### config.mk
export PLATFORM = sky130hd
export DESIGN_NAME = jstme_ram
export DESIGN_NICKNAME = d
export VERILOG_FILES = /design/src/rtl/job_shop_transport_makespan_eval_unit_macros.svh /design/src/rtl/jstme_ram.sv
export SDC_FILE = /design/constraint.sdc
export NUM_CORES = 1
export LEC_CHECK = 0
export ABC_AREA = 1
export BUFFER_PORTS_ARGS = -buffer_cell sky130_fd_sc_hd__buf_2
export CELL_PAD_IN_SITES_DETAIL_PLACEMENT = 2
export CELL_PAD_IN_SITES_GLOBAL_PLACEMENT = 2
export CORE_MARGIN = 1.5
export CORE_UTILIZATION = 42
export CTS_BUF_LIST = sky130_fd_sc_hd__clkbuf_2
export DETAILED_ROUTE_END_ITERATION = 8
export PLACE_DENSITY = 0.92
export SLEW_MARGIN = 20
export SYNTH_ARGS = -nofsm -noshare
export SYNTH_HDL_FRONTEND = slang
export SYNTH_SLANG_ARGS = --single-unit
### constraint.sdc
create_clock -name clk -period 1.3 [get_ports clk]
set_input_delay 0.13 -clock clk [delete_from_list [all_inputs] [get_ports clk]]
set_output_delay 0.13 -clock clk [all_outputs]
set_load 0.005 [all_outputs]
### src/rtl/job_shop_transport_makespan_eval_unit_macros.svh
// assertion macros for the job shop transport makespan evaluator
`ifndef JOB_SHOP_TRANSPORT_MAKESPAN_EVAL_UNIT_MACROS_SVH
`define JOB_SHOP_TRANSPORT_MAKESPAN_EVAL_UNIT_MACROS_SVH

`ifndef SYNTHESIS
// same-cycle implication, checked out of reset
`define JSTME_ASSERT_IMPL(label, clk, rst_n, ante, cons, msg) \
  label: assert property (@(posedge clk) disable iff (!rst_n) (ante) |-> (cons)) \
    else $error(msg);
// next-cycle implication, checked out of reset
`define JSTME_ASSERT_NEXT(label, clk, rst_n, ante, cons, msg) \
  label: assert property (@(posedge clk) disable iff (!rst_n) (ante) |=> (cons)) \
    else $error(msg);
`else
`define JSTME_ASSERT_IMPL(label, clk, rst_n, ante, cons, msg)
`define JSTME_ASSERT_NEXT(label, clk, rst_n, ante, cons, msg)
`endif

`endif

### src/rtl/jstme_ram.sv
// generic single-port-write, single-port-read ram with registered read data
module jstme_ram #(
  parameter int WIDTH = 8,
  parameter int DEPTH = 16,
  localparam int AW = (DEPTH > 1) ? $clog2(DEPTH) : 1
) (
  input  logic             clk,
  input  logic             we,
  input  logic [AW-1:0]    waddr,
  input  logic [WIDTH-1:0] wdata,
  input  logic             re,
  input  logic [AW-1:0]    raddr,
  output logic [WIDTH-1:0] rdata
);

  logic [WIDTH-1:0] mem [DEPTH];
  logic [WIDTH-1:0] rdata_r;

  // write port and registered read port, read data holds when re is low
  always_ff @(posedge clk) begin
    if (we) begin
      mem[waddr] <= wdata;
    end
    if (re) begin
      rdata_r <= mem[raddr];
    end
  end

  assign rdata = rdata_r;

endmodule

==> results.md <==
| Result | This run | Unit |
|---|---|---|
| Average size of a mapped cell | 10.61 | µm² |
| Layout overhead on the synthesized area | 16.07 | % |
| Family with the most delay on the worst path | flip-flops | - |
| Avg WL per Cell | 23.76 | µm |
| Placed wire-length estimate | 12,420 | µm |
| Number of input and output port buffers inserted | 26 | - |
| Overflow left after global routing | 0 | - |
| Clk pwr share | 34.4 | % |
| Count of clock tree sinks | 136 | - |
| Number of iterations in the first detailed-routing pass | 4 | - |
| Achievable Freq | 653.7 | MHz |
| Clock tree from TritonCTS | built | - |
| Final GP Congestion | 0.8261 | - |
| Number of CTS-inserted buffers | 17 | - |
| Shortest period the worst path allows | 1.530 | ns |
| Nature of the critical path endpoint | primary output | - |
| Clock skew | 0.03128 | ns |
| Register bit count reported by yosys | 136 | - |
| WP data required | 1.17 | ns |
| Transition time at the pin with the least slew margin | 0.6373 | ns |
| Endpoints failing hold | 0 | - |
| Chain of cells forming the critical path | buf_2 | - |
| Final hold slack | 0.06633 | ns |
| Vias per Instance | 5.247 | - |
| Fraction of layout instances using a drive strength above 1 | 14.97 | % |
| Initial standard-cell utilization of the core | 43.63 | % |
| Number of buffer and inverter instances along the worst setup path | 1 | - |
| Count of pins on the block boundary | 27 | - |
| Antenna violations before repair | 1 | - |
| Sequential area share after synthesis | 69.85 | % |
| Worst path arrival time | 1.40 | ns |
| Cell internal pwr | 6597 | µW |
| Final worst slack | -0.2298 | ns |
| Area share of the largest cell type after synthesis | 69.85 | % |
| Area of the mapped netlist | 5847 | µm² |
| Max incr delay on CP | 0.52 | ns |
| Maximum number of pins on one net before global-route repair | 55 | - |
| Power density cells | 1288 | nW/µm² |
| Cells after synthesis | 551 | - |
| First-pass GRT wire length | 29,420 | µm |
| CTS Root Cell | sky130_fd_sc_hd__clkbuf_2 | - |
| Largest cells by area after synthesis | sky130_fd_sc_hd__edfxtp_1, sky130_fd_sc_hd__nand2_1, sky130_fd_sc_hd__nand3_1, sky130_fd_sc_hd__inv_1, sky130_fd_sc_hd__buf_6 | - |
| Die span in y | 121.0 | µm |
| Net total in the final layout | 634 | - |
| Number of failing setup endpoints in the final timing report | 8 | - |
| Failing checks | negative setup slack | - |
| Post-CTS setup-driven buffer insertion count | 0 | - |
| Via count of the first global-routing pass | 4,884 | - |
| Peak supply drop | 1094 | µV |
| Clk buf depth | 2 | - |
| Switching pwr | 2142 | µW |
| Site Rows | 42 | - |
| Number of nets still failing antenna checks after routing | 0 | - |
| Placement-stage worst setup slack | -0.1690 | ns |
| Final period util | 117.7 | % |
| Total via count after detailed routing | 4,224 | - |
| Status | finished, violations left | - |
| Path type of the worst setup path | register to primary output | - |
| Synth unique cells | 11 | - |
| HP Class | primary input to register | - |
| Switching share of power | 24.51 | % |
| Logic gate share of total power | 8.6 | % |
| Floorplan Core Area | 13,400 | µm² |
| Largest area contributor in the netlist | sky130_fd_sc_hd__edfxtp_1 | - |
| Width of the die | 121.0 | µm |
| Latest clock arrival within the worst-skew pair | 0.72 | ns |
| Slowest stage cell, crit path | sky130_fd_sc_hd__edfxtp_1 | - |
| Number of DRC markers after the initial detailed-route iteration | 397 | - |
| Global Route Usage Sum | 28.61 | % |
| Static leakage | 0.002935 | µW |
| Unrepaired setup endpoints after global routing | yes | - |
| WL final | 19,130 | µm |
| Peak fanout along the critical path | 1 | - |
| Number of warning messages in the yosys log | 0 | - |
| H-tree Lvls | 4 | - |
| Count of maximum capacitance violations | 0 | - |
| Post-synth net total | 570 | - |
| Drt drc | 0 | - |
| Reg power frac | 57.0 | % |
| Kind of start point of the critical path | register | - |
| Clock transition at path regs | 0.20 | ns |
| Floorplan die area | 14,640 | µm² |
| Max-slew headroom at the worst pin | 57.45 | % |
| Max-slew violation count | 0 | - |
[cell families (layout without fill, tap and decap cells)]
group | after synthesis | after routing | synth area share [%]
buffers and inverters | 126 | 203 | 9.394
other | 0 | 1 | 0
AND/OR/NAND/NOR | 289 | 289 | 20.76
flip-flops | 136 | 136 | 69.85
[routing by layer]
metal / up-vias / GRT usage, % / part of all wire (%)
met1: 2139 / 35.21 / 39
met2: 147 / 48.54 / 53
met4: 0 / 14.34 / 2.5
met3: 30 / 5.122 / 6.0
met5: - / 0 / 0
li1: 1908 / - / -
[worst min-delay path: cells and delay by family]
family	cells	cell delay (ns)
AND/OR/NAND/NOR	2	0.20
buffers and inverters	2	0.29
[power by group through the flow]
stage                     logic, µW  clock network [µW]  registers, µW
after floorplan                 346                   0           5060
after global placement          642                   0           5060
after detailed placement        707                   0           5080
after CTS                       752                3060           4980
after global routing            817                3220           4990
final                           752                3010           4980
[metrics by stage]
stage          instances  total power, µW  TNS (ns)  utilization [%]  cell area (µm²)
2_1_floorplan        551             5402         0                -             5847
3_3_place_gp         762             5703   -0.4507            47.51             6366
3_5_place_dp         762             5782    -1.189            47.51             6366
4_1_cts              804             8789    -1.682            50.51             6769
5_1_grt              805             9023    -1.809            50.64             6787
6_report             805             8738    -1.219            50.64             6787
[cell type report]
| cell class | count | area, µm² |
|---|---|---|
| antenna | 1 | 2.502 |
| clock buffer | 17 | 85.08 |
| clock inverter | 15 | 207.7 |
| fill | 1394 | 6614 |
| inverter | 102 | 382.9 |
| multi-input combinational | 289 | 1239 |
| sequential | 136 | 4084 |
| tap | 176 | 220.2 |
| timing repair buffer | 69 | 565.5 |
[final timing paths]
path | start | end | slack (ns) | cells past startpoint
worst max-delay path | rdata[1] | rdata[1] | -0.23 | 1
worst min-delay path | waddr[1] | mem[3][2] | 0.07 | 4
worst max register to register | mem[9][6] | rdata[6] | 0.06 | 6
worst min register to register | mem[4][6] | rdata[6] | 0.86 | 6
[sequential cells by signal, indices dropped and copies added (netlist names)]
name   cells
mem      128
rdata      8
[cell usage in the layout (no fill, tap or decap), drive strengths merged, types with 10 or more instances in the layout]
| cell | synthesis | routed |
|---|---|---|
| edfxtp | 136 | 136 |
| nand3 | 97 | 97 |
| nor2 | 17 | 17 |
| clkbuf | 0 | 17 |
| inv | 102 | 102 |
| dlygate4sd3 | 0 | 10 |
| buf | 24 | 59 |
| nand2 | 173 | 173 |
[cells in the mapped netlist]
master                     instances
sky130_fd_sc_hd__nand3b_1          2
sky130_fd_sc_hd__edfxtp_1        136
sky130_fd_sc_hd__inv_2             2
sky130_fd_sc_hd__buf_4             4
sky130_fd_sc_hd__buf_6             6
sky130_fd_sc_hd__nand3_1          97
sky130_fd_sc_hd__nand2_1         173
sky130_fd_sc_hd__inv_1           100
sky130_fd_sc_hd__nor2_1           17
sky130_fd_sc_hd__buf_2            13
sky130_fd_sc_hd__buf_1             1
[what timing repair did]
item                                   4_1_cts  5_1_grt
endpoints found under the hold margin      143        0
cloned                                       0        0
resized for setup                            2        3
setup endpoints to repair                   10       10
hold buffers                                10        0
No activity file was read; power rests on OpenSTA's default activity.
